==> config.mk <==
export PLATFORM = sky130hd
export DESIGN_NAME = icc_cell
export DESIGN_NICKNAME = d
export VERILOG_FILES = /design/src/icc_pkg.sv /design/src/icc_cell.sv
export SDC_FILE = /design/constraint.sdc
export NUM_CORES = 1
export LEC_CHECK = 0
export ABC_AREA = 1
export BUFFER_PORTS_ARGS = -buffer_cell sky130_fd_sc_hd__buf_2
export CELL_PAD_IN_SITES_DETAIL_PLACEMENT = 1
export CELL_PAD_IN_SITES_GLOBAL_PLACEMENT = 2
export CORE_MARGIN = 1
export CORE_UTILIZATION = 36
export CTS_BUF_LIST = sky130_fd_sc_hd__clkbuf_4 sky130_fd_sc_hd__clkbuf_8
export CTS_CLUSTER_DIAMETER = 80
export DETAILED_ROUTE_END_ITERATION = 16
export PLACE_DENSITY = 0.95
export SLEW_MARGIN = 10
export SYNTH_ARGS = -nofsm -noshare
export SYNTH_HDL_FRONTEND = slang
export SYNTH_SLANG_ARGS = --single-unit
==> constraint.sdc <==
create_clock -name clk -period 1.78 [get_ports clk]
set_clock_uncertainty 0.1 [all_clocks]
set_input_delay 0.089 -clock clk [delete_from_list [all_inputs] [get_ports clk]]
set_output_delay 0.089 -clock clk [all_outputs]
set_load 0.01 [all_outputs]
==> src/icc_pkg.sv <==
// Shared types and constants for the 2x2 image cross-correlation block.
// No dependencies; icc_cell, the top module and the bench import it.
package icc_pkg;

	localparam int MAX_WIDTH_DEF  = 1024;
	localparam int PIXEL_BITS_DEF = 8;
	localparam int COEF_BITS_DEF  = 8;

	// Row count limit and register geometry
	localparam int ROW_LIMIT    = 1024;
	localparam int ROW_BITS     = $clog2(ROW_LIMIT);
	localparam int DIM_BITS     = 11;
	localparam int REG_IDX_BITS = 3;

	localparam int WIDTH_RESET  = 3;
	localparam int HEIGHT_RESET = 3;

	// Window taps, in the order the cell chain consumes them
	localparam int TAPS      = 4;
	localparam int TAP_TL    = 0;
	localparam int TAP_TR    = 1;
	localparam int TAP_BL    = 2;
	localparam int TAP_BR    = 3;

	typedef enum logic [REG_IDX_BITS-1:0] {
		REG_COEF_TL = 3'd0,
		REG_COEF_TR = 3'd1,
		REG_COEF_BL = 3'd2,
		REG_COEF_BR = 3'd3,
		REG_WIDTH   = 3'd4,
		REG_HEIGHT  = 3'd5
	} cfg_reg_t;

	// Control that travels with a window down the cell chain
	typedef struct packed {
		logic valid;
		logic last;
	} icc_ctl_t;

endpackage

==> src/icc_cell.sv <==
// One multiply-accumulate cell of the correlation chain.
// Depends on icc_pkg (control struct, tap count).
module icc_cell #(
	parameter int PIXEL_BITS = 8,
	parameter int COEF_BITS  = 8,
	parameter int RES_BITS   = 18,
	parameter int TAP        = 0
) (
	input  logic                                          clk,
	input  logic                                          arst_n,
	input  logic                                          en,
	input  icc_pkg::icc_ctl_t                             ctl_in,
	input  logic [icc_pkg::TAPS-1:0][PIXEL_BITS-1:0]      win_in,
	input  logic signed [RES_BITS-1:0]                    sum_in,
	input  logic signed [COEF_BITS-1:0]                   coef,
	output icc_pkg::icc_ctl_t                             ctl_out,
	output logic [icc_pkg::TAPS-1:0][PIXEL_BITS-1:0]      win_out,
	output logic signed [RES_BITS-1:0]                    sum_out
);
	import icc_pkg::*;

	logic signed [PIXEL_BITS+COEF_BITS:0] prod;
	icc_ctl_t                             ctl_q;

	// pixel is unsigned: zero-extend before the signed multiply
	assign prod = $signed({1'b0, win_in[TAP]}) * coef;

	always_ff @(posedge clk or negedge arst_n) begin
		if (!arst_n) begin
			ctl_q <= '0;
		end else if (en) begin
			ctl_q <= ctl_in;
		end
	end

	always_ff @(posedge clk) begin
		if (en) begin
			win_out <= win_in;
			sum_out <= sum_in + RES_BITS'(prod);
		end
	end

	assign ctl_out = ctl_q;
endmodule

==> flow_summary.toml <==
[drt]
post-route-drc-count = 0
wire_per_inst_um = 15.5
totalWireLength_um = 12800
vias_per_cell = 4.52
first_iter_violations = 154
firstDrtPassIters = 5
vias = 3733
ant_nets = 0

[layout]
seqCellArea_um2 = 1550
antenna_cells = 0
multi_input_area_um2 = 2760
num-nets-final = 822
final_area_um2 = 6450
area_growth_pct = 42.8
nFillCells = 1417
final_cells = 825
drive_gt1_share_pct = 35.5

[cts]
cts_buffer_depth = 2
tritoncts = "done"
clkTransAtPathRegs_ps = 100
clock_latency_ps = 310
htreeDepth = 2
cts-buffers-inserted = 5
ctsRootBufferMaster = "clkbuf_8"
cts.sinks = 52

[placement]
dpl_cell_area_um2 = 5680
place_ws_ps = -2540
hpwl_um = 9990
gp_congestion = 0.809
io_buffers = 114
dp.cells = 781

[yosys]
yosysTopAreaCell = "edfxtp_1"
yosysUniqueCellTypes = 21
synth_area_um2 = 4520
yosysTopAreaCellShare_pct = 33.2
yosysSeqAreaShare_pct = 34.3
syn_inst = 468
yosysWarnings = 0
synthArstFlopShare_pct = 3.85
syn-num-nets = 634
synth_flop_cell = "edfxtp_1"
syn_area_per_cell_um2 = 9.66
synth-seq-cells = 52
synth_edf_count = 50
yosys-top-cells-area = "edfxtp_1 (33%), fa_1 (23%), ha_1 (14%)"

[worst_setup_path]
crit_chain = "buf_8 -> inv_6 -> or2_4 -> fa_1 -> fa_1 -> inv_1 -> fa_1 -> fa_1 -> fa_1 -> ha_4 -> nand2_4 -> inv_2 -> nand3b_1 -> nand2_2 -> nand2_2 -> nand3_1 -> nand2_1"
start_kind = "input pin"
crit_type = "in2reg"
cpPeakStageDelay_ps = 520
cp_data_required_time_ps = 1760
crit_arrival_ps = 3760
cp-end-kind = "flip-flop"
timing.critical_path.mode_cell = "fa_1"
cpMaxStageDelayCell = "fa_1"
cp_max_fo = 6

[global_routing]
grt_usage_pct = 20.8
grt_max_degree = 17
overflow = 0
grt_pass1_wl_um = 20700
grt_pass1_vias = 4185
antenna_found_initial = 0

[die]
core_area_um2 = 12100
die_h_um = 114
ioPinCount = 115
die_area_um2 = 13000
die_w_um = 114
initial_core_util_pct = 37.3
rows = 40

[power]
power.density_nw_per_um2 = 1400
peakVddDrop_uv = 748
p_sw_mw = 3.92
leakagePower_nw = 3.42
power_frac_seq_pct = 20.7
combPwrFrac_pct = 71.4
p_int_mw = 5.09
switching_share_pct = 43.5
pwr-share-clk_pct = 7.9

[timing]
hold_viol = 0
fmax_mhz = 265
rsz0062_at_grt = "true"
setup_violations = 16
layout_setup_ws_ps = -2000
fin_crit_sh_pct = 212
slew_headroom_pct = 79.8
tightest_slew_ps = 303
fin_crit_ps = 3780
final_max_slew_viol_count = 0

[hold_path]
min-delay-path-class = "in2reg"

[outcome]
status = "finished, violations left"
violations = "setup timing"

[flow_run]
cap_violations = 0
final timing paths:
kind | start | end | slack [ps] | cells after the start
max | coef[7] | sum_out[13] | -2000 | 17
min | win_in[0] | win_out[0] | 30 | 2
max reg2reg | ctl_out[1] | ctl_out[1] | 900 | 1
min reg2reg | ctl_out[0] | ctl_out[0] | 420 | 1
max in group asynchronous | arst_n | ctl_out[1] | 890 | 3
min in group asynchronous | arst_n | ctl_out[0] | 560 | 3
registers in the layout, summed over array words and instances (netlist names):
register,count
sum_out,18
ctl_out,2
win_out,32
layout make-up:
type	count	share of cell area, %
Clock inverter	2	0.252
Inverter	122	7.17
Sequential cell	52	24.0
Timing Repair Buffer	196	21.3
Clock buffer	6	1.18
Tap cell	168	3.26
Multi-Input combinational cell	279	42.8
metal layers:
| layer | part of all wire [%] | routed length [µm] | track usage, % | vias to the layer above |
|---|---|---|---|---|
| met5 | 0 | 0 | 0 | - |
| met4 | 1.7 | 221 | 5.11 | 0 |
| met3 | 4.6 | 596 | 2.18 | 20 |
| met2 | 54 | 6970 | 40.5 | 111 |
| met1 | 39 | 5030 | 24.2 | 1821 |
| li1 | - | - | - | 1781 |
Yosys cell counts (3+ instances only):
master,instances
a21oi_1,8
inv_1,121
xnor2_1,4
ha_1,52
xor2_1,5
nand4_1,3
nand2_1,115
clkbuf_1,15
edfxtp_1,50
nand3_1,11
fa_1,51
nor2_1,20
layout by cell type, fill, tap and decap left out, types with 13 or more instances in the layout:
master and n:
buf_4 46, inv_1 112, fa_1 48, edfxtp_1 50
buf_2 103, nand2_1 104, ha_4 13, dlygate4sd3_1 31
nor2_1 13, ha_1 39
power groups by stage:
stage	registers (mW)	clock network, mW	logic (mW)
after floorplan	2.02	0	3.26
after global placement	1.88	0	5.04
after detailed placement	1.89	0	5.26
after CTS	1.87	0.731	6.22
after global routing	1.89	0.756	7.07
final	1.87	0.708	6.43
through the flow:
stage / util, % / TNS [ps] / power, mW / hold slack [ps]
final: 53.3 / -25890 / 9.01 / 31.9
after global routing: 53.3 / -27520 / 9.72 / 29.3
after CTS: 52.9 / -25430 / 8.82 / 20.7
after detailed placement: 46.9 / -33560 / 7.16 / -220
after global placement: 46.9 / -32290 / 6.92 / -226
after floorplan: - / -28570 / 5.28 / -307
cells by family after synthesis:
kind of cell               share of synthesized area (%)
muxes                                              0.498
and+or+nand+nor                                     13.8
DFF                                                 34.3
adders and majority gates                           37.0
buffers and inverters                               11.4
xor gates and xnor gates                            1.74
AOI/OAI and AO/OA                                   1.25
worst max-delay path, delay by kind of cell:
family	cells	cell delay, ps
AND/OR/NAND/NOR	7	700
adder cells (fa/ha/maj)	6	2760
buffers and inverters	4	210
what timing repair did:
action / 4_1_cts / 5_1_grt
endpoints found under the hold margin: 31 / 0
buffers inserted: 5 / 0
hold buffers: 31 / 0
resized for setup: 64 / 14
endpoints found under the setup margin: 16 / 16
pin swaps: 26 / 5
Note: power is estimated with default switching activity, not from simulation.
